[src/hw/rtl/fstc_pkg.sv]
package fstc_pkg;

  localparam int unsigned ENTRIES  = 16;
  localparam int unsigned IDX_W    = $clog2(ENTRIES);
  localparam int unsigned STATUS_W = 3;
  localparam int unsigned SLOT_W   = 4;
  localparam int unsigned IN_W     = 128;
  localparam int unsigned OUT_W    = 8;

  localparam logic [1:0] REQ_TICK   = 2'd0;
  localparam logic [1:0] REQ_LOOKUP = 2'd1;
  localparam logic [1:0] REQ_FORGET = 2'd2;

  localparam logic [STATUS_W-1:0] STAT_HIT      = 3'd0;
  localparam logic [STATUS_W-1:0] STAT_FILLED   = 3'd1;
  localparam logic [STATUS_W-1:0] STAT_NOSLOT   = 3'd2;
  localparam logic [STATUS_W-1:0] STAT_CONFLICT = 3'd3;
  localparam logic [STATUS_W-1:0] STAT_BAD      = 3'd4;
  localparam logic [STATUS_W-1:0] STAT_DONE     = 3'd5;

  typedef enum logic [1:0] {
    WR_NONE,
    WR_FILL,
    WR_STAMP,
    WR_FORGET
  } wr_op_e;

  // request fields and current frame, seen by every cell
  typedef struct packed {
    logic [63:0] key;
    logic [31:0] fmt;
    logic [15:0] width;
    logic [15:0] height;
    logic [31:0] frame;
  } bcast_t;

  typedef struct packed {
    wr_op_e           op;
    logic [IDX_W-1:0] idx;
  } wr_cmd_t;

  // running scan result handed from cell to cell
  typedef struct packed {
    logic             valid;
    logic             match_found;
    logic [IDX_W-1:0] match_idx;
    logic             match_attr;
    logic             match_cur;
    logic             empty_found;
    logic [IDX_W-1:0] empty_idx;
    logic             pick_found;
    logic [IDX_W-1:0] pick_idx;
    logic [31:0]      best_age;
  } carry_t;

endpackage

[src/hw/rtl/fstc_cell.sv]
module fstc_cell
  import fstc_pkg::*;
(
  input  logic             clk_i,
  input  logic             rst_ni,
  input  logic [IDX_W-1:0] idx_i,
  input  bcast_t           bcast_i,
  input  wr_cmd_t          wr_i,
  input  carry_t           carry_i,
  output carry_t           carry_o
);

  logic [63:0] key_q;
  logic [31:0] fmt_q;
  logic [15:0] width_q;
  logic [15:0] height_q;
  logic [31:0] stamp_q;
  carry_t      carry_q;
  carry_t      carry_d;

  logic        key_eq;
  logic        attr_eq;
  logic        is_cur;
  logic [31:0] age;
  logic        sel;

  assign key_eq  = (key_q == bcast_i.key);
  assign attr_eq = (fmt_q == bcast_i.fmt) && (width_q == bcast_i.width)
                   && (height_q == bcast_i.height);
  assign is_cur  = (stamp_q == bcast_i.frame);
  assign age     = bcast_i.frame - stamp_q;
  assign sel     = (wr_i.idx == idx_i);

  always_comb begin
    carry_d = carry_i;
    if (!carry_i.match_found && key_eq) begin
      carry_d.match_found = 1'b1;
      carry_d.match_idx   = idx_i;
      carry_d.match_attr  = attr_eq;
      carry_d.match_cur   = is_cur;
    end
    if (!carry_i.empty_found && (key_q == 64'd0)) begin
      carry_d.empty_found = 1'b1;
      carry_d.empty_idx   = idx_i;
    end
    if (!is_cur && (age > carry_i.best_age)) begin
      carry_d.pick_found = 1'b1;
      carry_d.pick_idx   = idx_i;
      carry_d.best_age   = age;
    end
  end

  always_ff @(posedge clk_i or negedge rst_ni) begin
    if (!rst_ni) begin
      key_q    <= '0;
      fmt_q    <= '0;
      width_q  <= '0;
      height_q <= '0;
      stamp_q  <= '0;
      carry_q  <= '0;
    end else begin
      carry_q <= carry_d;
      unique case (wr_i.op)
        WR_FILL: begin
          if (sel) begin
            key_q    <= bcast_i.key;
            fmt_q    <= bcast_i.fmt;
            width_q  <= bcast_i.width;
            height_q <= bcast_i.height;
            stamp_q  <= bcast_i.frame;
          end
        end
        WR_STAMP: begin
          if (sel) begin
            stamp_q <= bcast_i.frame;
          end
        end
        WR_FORGET: begin
          if (key_eq) begin
            key_q    <= '0;
            fmt_q    <= '0;
            width_q  <= '0;
            height_q <= '0;
            stamp_q  <= '0;
          end
        end
        default: begin
        end
      endcase
    end
  end

  assign carry_o = carry_q;

endmodule

[config.mk]
export PLATFORM = sky130hd
export DESIGN_NAME = fstc_cell
export DESIGN_NICKNAME = d
export VERILOG_FILES = /design/src/hw/rtl/fstc_pkg.sv /design/src/hw/rtl/fstc_cell.sv
export SDC_FILE = /design/constraint.sdc
export NUM_CORES = 1
export LEC_CHECK = 0
export BUFFER_PORTS_ARGS = -buffer_cell sky130_fd_sc_hd__buf_2
export CORE_ASPECT_RATIO = 0.7
export CORE_MARGIN = 3
export CORE_UTILIZATION = 40
export CTS_BUF_LIST = sky130_fd_sc_hd__clkbuf_16
export DETAILED_ROUTE_END_ITERATION = 7
export GPL_ROUTABILITY_DRIVEN = 0
export HOLD_SLACK_MARGIN = 0.05
export PLACE_DENSITY_LB_ADDON = 0.12
export SLEW_MARGIN = 30
export SYNTH_ARGS = -nofsm -noshare
export SYNTH_HDL_FRONTEND = slang
export SYNTH_SLANG_ARGS = --single-unit
[constraint.sdc]
create_clock -name clk_i -period 4.3 [get_ports clk_i]
set_input_delay 0.215 -clock clk_i [delete_from_list [all_inputs] [get_ports clk_i]]
set_output_delay 0.215 -clock clk_i [all_outputs]
set_load 0.02 [all_outputs]
==> results.md, run 1 <==
* Status: finished, violations left
* Failing checks: setup timing
* Initial core utilization at 0.414
* Largest net degree at the start of global routing at 257
* Reg-to-reg startpoint: stamp_q[0]$_DFFE_PN0P_
* Critical path required time at 4710 ps
* Adder-cell share of the synthesized area at 0.0658
* CTS tree: built
* Post-synthesis net count at 1671
* Setup ws final at -150 ps
* CP max stage delay at 550 ps
* Nets at 2233
* P_sw at 3.11 mW
* RSZ-0062 raised after global routing: true
* H-tree Lvls at 1
* Crit. End Element: flop
* Peak VDD IR at 0.379 mV
* Compound-gate portion of the synthesized area at 0.137
* DRT Pass-1 Iters at 7
* Die Wd at 219 um
* Critical path arrival at 4860 ps
* Remaining global-route overflow at 0
* Number of global-route vias before repair at 11900
* Post-synthesis mux area share at 0.0240
* Synthesized area at 12700 um2
* Sequential area share after synthesis at 0.415
* Max-slew headroom at 0.353
* Layout cells sized above 1 at 0.256
* Final hold vios at 0
* Clk slew on worst S/H paths at 60 ps
* Register bit total from synthesis at 210
* Fmax achieved at 0.225 GHz
* Startpoint Class: flop
* Yosys cell types at 53
* Critical Path Slowest Stage Cell: o211ai_1
* Core area at 30600 um2
* Worst reg2reg path depth at 18
* Switching part of the total at 0.358
* Fin crit period at 4450 ps
* P_leak at 8.66 nW
* Die Y at 155 um
* CTS Sinks at 210
* Min-Delay Path Class: input pin to flop
* Clk_skew at 13.3 ps
* Clock latency on the worst-skew pair at 530 ps
* Ys flop type: dfrtp_1
* Avg Inst Size Synth at 9.16 um2
* Clock tree buffer depth at 3
* Most common cell after layout, fill and taps aside: buf_2
* Critical path launch point: stamp_q[0]$_DFFE_PN0P_
* Synthesis-to-layout area growth at 46.1%
* Kind of critical path: flop to flop
* CTS Buf Count at 24
* Routed len/inst at 17.5 um
* Seq pwr share at 0.309
* CP max FO at 6
* PortBufs at 271
* PD cells at 469 nW/um2
* CTS root buffer: clkbuf_16
* Comb power frac at 0.446
* Die area at 33900 um2
* Top-Level Pins at 272
* Critical path's top delay family: compound AO/OA/AOI/OAI gates
* WP depth at 18
* Max_cap viols at 0
* Warnings, synthesis at 0
* Commonest non-fill, non-tap cells in the layout: buf_2, dlygate4sd3_1, dfrtp_1
* Area share of and/or/nand/nor cells after synthesis at 0.202
* DR vias at 11800
* GRT Total Usage at 0.237
* WHS at 101 ps
* Crit-path most repeated cell: buf_4
* Post-DP HPWL at 28700 um
* Gate Count Post-Synth at 1383
* Reg2reg end: carry_o[26]$_DFF_PN0_
* Worst Path Buf+Inv at 3
* Async set-reset flop share out of synthesis at 1.00
* Via density at 4.95
* Worst slew pin tran at 970 ps
* Crit-path cells: ha_2 -> inv_2 -> fa_2 -> a21o_1 -> a221oi_2 -> o211a_2 -> nand2b_4 -> a21oi_4 -> a21oi_2 -> xnor2_2 -> ha_1 -> nand4_1 -> buf_4 -> o211ai_1 -> a211oi_2 -> nor2_4 -> buf_4 -> mux2_2
* Crit path to: carry_o[26]$_DFF_PN0_
* Pint at 5.57 mW
* Total Wirelength at 41500 um
* Max-slew violations at 0
* Number of synthesized flops with an enable pin at 0
* R2r setup slk at -150 ps
* Largest family of logic cells by synthesized area: simple AND/OR/NAND/NOR gates
* First-pass GRT wire length at 64300 um
* Fin util at 0.604
* XOR/XNOR share of the synthesized area at 0.112
* Number of setup violations in the final report at 34
* DR DRC count at 0
* Routed Antenna Nets at 0
* Initial antenna violation count at 5
* Hold path cells at 3
* Std-Cell Rows at 53
* Clock power frac at 0.245
* Final Cycle Share at 1.03
* 1st-iter DRT viols at 770
==> power by group through the flow <==
stage / logic [mW] / clock network, mW / registers, mW
after floorplan: 1.71 / 0 / 2.90
after global placement: 3.14 / 0 / 2.70
after detailed placement: 3.19 / 0 / 2.71
after CTS: 3.47 / 2.19 / 2.68
after global routing: 4.22 / 2.26 / 2.73
final: 3.88 / 2.13 / 2.68
==> synth_stat cells (all sizes together), types with 3 or more instances <==
master     n  area share
xnor2     89       0.062
buf       12      0.0082
a21o      30       0.018
nor3       5      0.0020
dfrtp    210        0.41
clkbuf    51       0.015
nand2    171       0.051
o21bai     3      0.0018
nand3b    30       0.018
ha        65       0.064
nor2      23      0.0068
o21a       4      0.0024
nor2b      4      0.0020
o31ai      3      0.0018
a31oi      4      0.0020
a211oi     3      0.0022
or2        7      0.0035
nand3     17      0.0067
nand4     32       0.016
o211ai     6      0.0036
nand2b   136       0.067
o21ai    192       0.076
a21oi     34       0.013
and3      11      0.0054
a221oi     5      0.0039
o2111ai    3      0.0021
nor4      40       0.020
mux2      27       0.024
inv       71       0.021
and2       4      0.0020
xor2      73       0.050
==> metrics by stage <==
step                instance area, um2  power [mW]  setup TNS [ps]  cells  worst slack, ps
global placement                 15000        5.84           -5660   2093             -259
floorplan                        12700        4.61               0   1383             85.9
global route                     18500        9.21           -7370   2379             -274
CTS                              18200        8.34           -44.9   2367            -44.9
finish                           18500        8.69           -2910   2379             -150
detailed placement               15000        5.90          -11430   2093             -455
==> routing by layer <==
metal	GRT usage	wire length [um]
met5	0	13
met4	0.0469	773
met3	0.0367	2130
met2	0.365	18300
met1	0.356	20300
==> state kept, by name, summed over array words and instances (netlist names) <==
signal,cells
carry_o,50
fmt_q,32
height_q,16
key_q,64
stamp_q,32
width_q,16
==> cells by family (layout without fill, tap and decap cells) <==
family	Yosys count	in the layout
compound gates	300	300
xor+xnor	162	162
fa+ha+maj	66	66
buf+inv	134	714
flops	210	210
mux	27	27
other cells	0	4
simple gates	484	484
==> worst min-delay path: cells and delay by family <==
kind,cells,cell delay (ps)
muxes,1,140
buffers and inverters,1,110
and+or+nand+nor,1,120
==> how the worst min path moves through the flow <==
stage,slack [ps],from,end
after detailed placement,250,rst_ni,key_q[4]$_DFFE_PN0P_
after global placement,240,rst_ni,key_q[4]$_DFFE_PN0P_
after CTS,80,bcast_i[31],stamp_q[31]$_DFFE_PN0P_
after floorplan,-80,rst_ni,carry_o[0]$_DFF_PN0_
final,100,bcast_i[31],stamp_q[31]$_DFFE_PN0P_
after global routing,120,bcast_i[31],stamp_q[31]$_DFFE_PN0P_
==> cell type report <==
class	instances	area [um2]
multi-input cells	1039	7180
inverters	71	267
flip-flops and latches	210	5260
clock buffers	25	626
diodes	4	10.0
well taps	412	515
clock inverters	19	179
fillers	2665	12100
repair buffers	599	4480
==> repair_timing <==
action,in CTS,in global routing
endpoints found under the setup margin,37,37
cloned,0,1
hold buffers,224,0
endpoints found under the hold margin,285,0
resized for setup,24,76
setup buffers,6,7
pin swaps,19,25
Power figures use the tool's default switching activity.
==> run 2, diff against run 1 <==
RECOVER_POWER = 50   (was default)
==> results.md, run 2 (synthesis results as in run 1) <==
* Worst slew pin tran at 2080 ps (was 970 ps)
* Final Non-Filler Cells at 2379 (unchanged)
* Setup ws final at -145 ps (was -150 ps)
* Largest net degree at the start of global routing at 257 (unchanged)
* Remaining global-route overflow at 0 (unchanged)
* Crit-path most repeated cell: buf_4 (unchanged)
* Comb power frac at 0.442 (was 0.446)
* PortBufs at 271 (unchanged)
* Reg with most FFs: key_q (unchanged)
* Total Wirelength at 41600 um (was 41500 um)
* Fin crit period at 4450 ps (about the same)
* CP max stage delay at 550 ps (about the same)
* Max-slew headroom at -0.388 (was 0.353)
* DRT Pass-1 Iters at 5 (was 7)
* Die Wd at 219 um (unchanged)
* Crit. End Element: flop (unchanged)
* Fmax achieved at 0.225 GHz (about the same)
* Worst hold start: bcast_i[31] (unchanged)
* Worst Hold Endpoint: stamp_q[31]$_DFFE_PN0P_ (unchanged)
* Routed Antenna Nets at 0 (unchanged)
* CTS root buffer: clkbuf_16 (unchanged)
* 1st-iter DRT viols at 845 (was 770)
* Worst reg2reg path depth at 18 (unchanged)
* Kind of critical path: flop to flop (unchanged)
* Initial core utilization at 0.414 (unchanged)
* Pint at 5.52 mW (was 5.57 mW)
* Std-Cell Rows at 53 (unchanged)
* Clock tree buffer depth at 3 (unchanged)
* Via density at 4.93 (was 4.95)
* Peak VDD IR at 0.380 mV (was 0.379 mV)
* Final Cycle Share at 1.03 (about the same)
* PD cells at 469 nW/um2 (about the same)
* Commonest non-fill, non-tap cells in the layout: dlygate4sd3_1, buf_2, dfrtp_1 (was buf_2, dlygate4sd3_1, dfrtp_1)
* GRT Total Usage at 0.237 (unchanged)
* Post-DP HPWL at 28700 um (unchanged)
* Die area at 33900 um2 (unchanged)
* Reg2reg end: carry_o[26]$_DFF_PN0_ (unchanged)
* First-pass GRT wire length at 64300 um (unchanged)
* Critical Path Slowest Stage Cell: o211ai_1 (unchanged)
* R2r setup slk at -150 ps (about the same)
* Fin util at 0.602 (was 0.604)
* Most common cell after layout, fill and taps aside: dlygate4sd3_1 (was buf_2)
* Status: finished, violations left (unchanged)
* Clock latency on the worst-skew pair at 530 ps (about the same)
* Worst Path Buf+Inv at 3 (unchanged)
* Top-Level Pins at 272 (unchanged)
* P_leak at 8.51 nW (was 8.66 nW)
* Core area at 30600 um2 (unchanged)
* Max_cap viols at 1 (was 0)
* Crit-path cells: ha_2 -> inv_2 -> fa_2 -> a21o_1 -> a221oi_2 -> o211a_2 -> nand2b_4 -> a21oi_4 -> a21oi_2 -> xnor2_2 -> ha_1 -> nand4_1 -> buf_4 -> o211ai_1 -> a211oi_2 -> nor2_4 -> buf_4 -> mux2_2 (unchanged)
* Initial antenna violation count at 5 (unchanged)
* CTS tree: built (unchanged)
* DR DRC count at 0 (unchanged)
* WHS at 102 ps (was 101 ps)
* Min-Delay Path Class: input pin to flop (unchanged)
* Switching part of the total at 0.361 (was 0.358)
* RSZ-0062 raised after global routing: true (unchanged)
* Max-slew violations at 79 (was 0)
* Routed len/inst at 17.5 um (about the same)
* Startpoint Class: flop (unchanged)
* DR vias at 11700 (was 11800)
* Layout cells sized above 1 at 0.230 (was 0.256)
* CP max FO at 6 (unchanged)
* Clk slew on worst S/H paths at 60 ps (about the same)
* Reg-to-reg startpoint: stamp_q[0]$_DFFE_PN0P_ (unchanged)
* CTS Sinks at 210 (unchanged)
* Die Y at 155 um (unchanged)
* Critical path's top delay family: compound AO/OA/AOI/OAI gates (unchanged)
* H-tree Lvls at 1 (unchanged)
* Final hold vios at 0 (unchanged)
* Setup TNS at -2720 ps (was -2910 ps)
* Clock power frac at 0.247 (was 0.245)
* Failing checks: capacitance limit, slew limit, setup timing (was setup timing)
* CTS Buf Count at 24 (unchanged)
* Number of global-route vias before repair at 11900 (unchanged)
* Clk_skew at 13.2 ps (was 13.3 ps)
* Seq pwr share at 0.311 (was 0.309)
* P_sw at 3.12 mW (was 3.11 mW)
* Number of setup violations in the final report at 33 (was 34)
* Critical path arrival at 4850 ps (was 4860 ps)
* Hold path cells at 3 (unchanged)
* Critical path required time at 4710 ps (about the same)
* Placed insts at 2093 (unchanged)
* Synthesis-to-layout area growth at 45.4% (was 46.1%)
* Largest register FFs at 64 (unchanged)
* Nets at 2233 (unchanged)
-- run 2: metrics by stage --
stage / instance area [um2] / power, mW / setup slack, ps
floorplan: 12700 / 4.61 / 85.9
global route: 18400 / 9.16 / -274
global placement: 15000 / 5.84 / -259
detailed placement: 15000 / 5.90 / -455
finish: 18400 / 8.64 / -145
CTS: 18200 / 8.34 / -44.9
-- run 2: layout make-up --
cell class,instances,area [um2]
flip-flops and latches,210,5260
clock inverters,19,179
well taps,412,515
repair buffers,599,4400
diodes,4,10.0
clock buffers,25,626
fillers,2697,12200
multi-input cells,1039,7180
inverters,71,267
-- run 2: how the worst max path moves through the flow --
stage / start / endpoint / slack [ps] / cells past startpoint
after floorplan: stamp_q[0]$_DFFE_PN0P_ / carry_o[29]$_DFF_PN0_ / 90 / 19
after global placement: bcast_i[0] / carry_o[29]$_DFF_PN0_ / -260 / 21
after detailed placement: bcast_i[0] / carry_o[29]$_DFF_PN0_ / -460 / 21
after CTS: stamp_q[0]$_DFFE_PN0P_ / carry_o[29]$_DFF_PN0_ / -40 / 19
after global routing: stamp_q[0]$_DFFE_PN0P_ / carry_o[29]$_DFF_PN0_ / -270 / 19
final: stamp_q[0]$_DFFE_PN0P_ / carry_o[26]$_DFF_PN0_ / -150 / 18
-- run 2: worst min-delay path, stage by stage --
cell and delay, ps:
buf_2 120, nor2b_1 120, mux2_2 140
-- run 2: repair_timing --
item | CTS | global route
endpoints found under the setup margin | 37 | 37
setup buffers | 6 | 7
cloned | 0 | 1
hold buffers | 224 | 0
pin swaps | 19 | 25
hold endpoints to repair | 285 | 0
resized for setup | 24 | 76
-- run 2: routing by layer --
layer  global-route usage  share of wire
met5                    0        0.00031
met4               0.0469          0.018
met3               0.0367          0.052
met2                0.365           0.44
met1                0.356           0.49
-- run 2: power groups by stage --
stage,Combinational (mW),Sequential [mW],Clock [mW]
2_1_floorplan,1.71,2.90,0
3_3_place_gp,3.14,2.70,0
3_5_place_dp,3.19,2.71,0
4_1_cts,3.47,2.68,2.19
5_1_grt,4.16,2.74,2.26
6_report,3.82,2.69,2.13
==> run 3, diff against run 2 <==
CAP_MARGIN = 20   (was default)
SKIP_LAST_GASP = 1   (was default)
==> results.md, run 3 (synthesis results as in run 1) <==
* Worst hold start: bcast_i[31] (unchanged)
* Worst Hold Endpoint: stamp_q[31]$_DFFE_PN0P_ (unchanged)
* Final hold vios at 0 (unchanged)
* R2r setup slk at -140 ps (was -150 ps)
* Failing checks: capacitance limit, slew limit, setup timing (unchanged)
* Clock tree buffer depth at 3 (unchanged)
* CTS Sinks at 210 (unchanged)
* Critical Path Slowest Stage Cell: o211ai_1 (unchanged)
* Worst Path Buf+Inv at 3 (unchanged)
* Peak VDD IR at 0.337 mV (was 0.380 mV)
* Die area at 33900 um2 (unchanged)
* Synthesis-to-layout area growth at 44.6% (was 45.4%)
* WHS at 102 ps (about the same)
* Worst slew pin tran at 2090 ps (was 2080 ps)
* Number of setup violations in the final report at 32 (was 33)
* Worst reg2reg path depth at 18 (unchanged)
* GRT Total Usage at 0.237 (about the same)
* Number of global-route vias before repair at 11900 (about the same)
* CTS tree: built (unchanged)
* Clk slew on worst S/H paths at 70 ps (was 60 ps)
* Most common cell after layout, fill and taps aside: dlygate4sd3_1 (unchanged)
* Reg with most FFs: key_q (unchanged)
* Clk_skew at 14.7 ps (was 13.2 ps)
* Startpoint Class: flop (unchanged)
* Largest register FFs at 64 (unchanged)
* Initial antenna violation count at 5 (unchanged)
* PortBufs at 271 (unchanged)
* Overall Power at 8.46 mW (was 8.64 mW)
* Critical path required time at 4700 ps (was 4710 ps)
* Top-Level Pins at 272 (unchanged)
* Reg-to-reg startpoint: stamp_q[0]$_DFFE_PN0P_ (unchanged)
* CTS root buffer: clkbuf_16 (unchanged)
* Status: finished, violations left (unchanged)
* Layout cells sized above 1 at 0.222 (was 0.230)
* Setup ws final at -144 ps (was -145 ps)
* Min-Delay Path Class: input pin to flop (unchanged)
* Die Wd at 219 um (unchanged)
* Reg2reg end: carry_o[14]$_DFF_PN0_ (was carry_o[26]$_DFF_PN0_)
* DR DRC count at 0 (unchanged)
* Core area at 30600 um2 (unchanged)
* 1st-iter DRT viols at 877 (was 845)
* Commonest non-fill, non-tap cells in the layout: dlygate4sd3_1, buf_2, dfrtp_1 (unchanged)
* Max-slew headroom at -0.394 (was -0.388)
* Critical path's top delay family: compound AO/OA/AOI/OAI gates (unchanged)
* Final Cycle Share at 1.03 (about the same)
* CP max FO at 11 (was 6)
* PD cells at 462 nW/um2 (was 469 nW/um2)
* Post-DP HPWL at 28700 um (unchanged)
* DR vias at 11800 (was 11700)
* Remaining global-route overflow at 0 (unchanged)
* Kind of critical path: flop to flop (unchanged)
* Clock latency on the worst-skew pair at 530 ps (about the same)
* Nets at 2233 (unchanged)
* Fmax achieved at 0.225 GHz (about the same)
* Hold path cells at 3 (unchanged)
* Total Wirelength at 41300 um (was 41600 um)
* H-tree Lvls at 1 (unchanged)
* Via density at 4.94 (was 4.93)
* Die Y at 155 um (unchanged)
* CTS Buf Count at 24 (unchanged)
* Std-Cell Rows at 53 (unchanged)
* Fin crit period at 4440 ps (was 4450 ps)
* Max_cap viols at 1 (unchanged)
* Routed Antenna Nets at 0 (unchanged)
* Crit-path cells: ha_2 -> inv_2 -> fa_2 -> a21o_1 -> a221oi_2 -> o211a_2 -> nand2b_4 -> a21oi_4 -> a21oi_2 -> xnor2_2 -> ha_1 -> nand4_1 -> buf_4 -> o211ai_1 -> a211oi_2 -> nor2_4 -> buf_12 -> mux2_2 (was ha_2 -> inv_2 -> fa_2 -> a21o_1 -> a221oi_2 -> o211a_2 -> nand2b_4 -> a21oi_4 -> a21oi_2 -> xnor2_2 -> ha_1 -> nand4_1 -> buf_4 -> o211ai_1 -> a211oi_2 -> nor2_4 -> buf_4 -> mux2_2)
* P_leak at 8.46 nW (was 8.51 nW)
* RSZ-0062 raised after global routing: true (unchanged)
* Largest net degree at the start of global routing at 257 (unchanged)
* Critical path arrival at 4850 ps (about the same)
* Fin util at 0.598 (was 0.602)
* CP max stage delay at 540 ps (was 550 ps)
* Crit. End Element: flop (unchanged)
* Routed len/inst at 17.4 um (was 17.5 um)
* DRT Pass-1 Iters at 6 (was 5)
* Initial core utilization at 0.414 (unchanged)
* Max-slew violations at 79 (unchanged)
* First-pass GRT wire length at 64300 um (about the same)
run 3: metal layers:
metal	share of wire	vias to the layer above	GRT usage
li1	-	5855	-
met1	0.49	5569	0.357
met2	0.44	285	0.365
met3	0.052	50	0.0367
met4	0.018	2	0.0469
met5	0.00031	-	0
run 3: repair_timing:
| item | 4_1_cts | 5_1_grt |
|---|---|---|
| pin swaps | 19 | 25 |
| endpoints found under the setup margin | 37 | 37 |
| setup buffers | 6 | 7 |
| hold buffers | 224 | 0 |
| gates resized for setup | 24 | 31 |
| cloned | 0 | 1 |
| endpoints found under the hold margin | 285 | 0 |
run 3: worst max path at each step:
stage | from | end | slack (ps) | cells after the start
finish | stamp_q[0]$_DFFE_PN0P_ | carry_o[14]$_DFF_PN0_ | -140 | 18
global route | stamp_q[0]$_DFFE_PN0P_ | carry_o[29]$_DFF_PN0_ | -270 | 19
CTS | stamp_q[0]$_DFFE_PN0P_ | carry_o[29]$_DFF_PN0_ | -40 | 19
detailed placement | bcast_i[0] | carry_o[29]$_DFF_PN0_ | -460 | 21
global placement | bcast_i[0] | carry_o[29]$_DFF_PN0_ | -260 | 21
floorplan | stamp_q[0]$_DFFE_PN0P_ | carry_o[29]$_DFF_PN0_ | 90 | 19
run 3: worst reg2reg max path: stages (launching register included):
cell      delay, ps
dfrtp_1         350
ha_2            190
inv_2            40
fa_2            330
a21o_1          190
a221oi_2        250
o211a_2         290
nand2b_4        170
a21oi_4          60
a21oi_2         190
xnor2_2         100
ha_1            310
nand4_1         150
buf_4           160
o211ai_1        540
a211oi_2        210
nor2_4          240
buf_12          190
mux2_2          360
run 3: power by group:
| part | switching [mW] | total [mW] | internal [mW] | leakage, nW |
|---|---|---|---|---|
| clock | 0.852 | 2.13 | 1.28 | 0.415 |
| sequential | 0.257 | 2.69 | 2.43 | 2.65 |
| combinational | 1.93 | 3.63 | 1.70 | 5.39 |
| total | 3.04 | 8.46 | 5.42 | 8.46 |
run 3: final cells by class:
cell class | count | area [um2]
repair buffers | 599 | 4370
diodes | 4 | 10.0
multi-input cells | 1039 | 7100
fillers | 2711 | 12300
flip-flops and latches | 210 | 5260
inverters | 71 | 267
clock buffers | 25 | 626
well taps | 412 | 515
clock inverters | 19 | 179
run 3: metrics by stage:
step | worst slack [ps] | instance area [um2] | instances | TNS (ps)
final | -144 | 18300 | 2379 | -2610
after floorplan | 85.9 | 12700 | 1383 | 0
after global routing | -274 | 18300 | 2379 | -8070
after CTS | -44.9 | 18200 | 2367 | -44.9
after global placement | -259 | 15000 | 2093 | -5660
after detailed placement | -455 | 15000 | 2093 | -11430
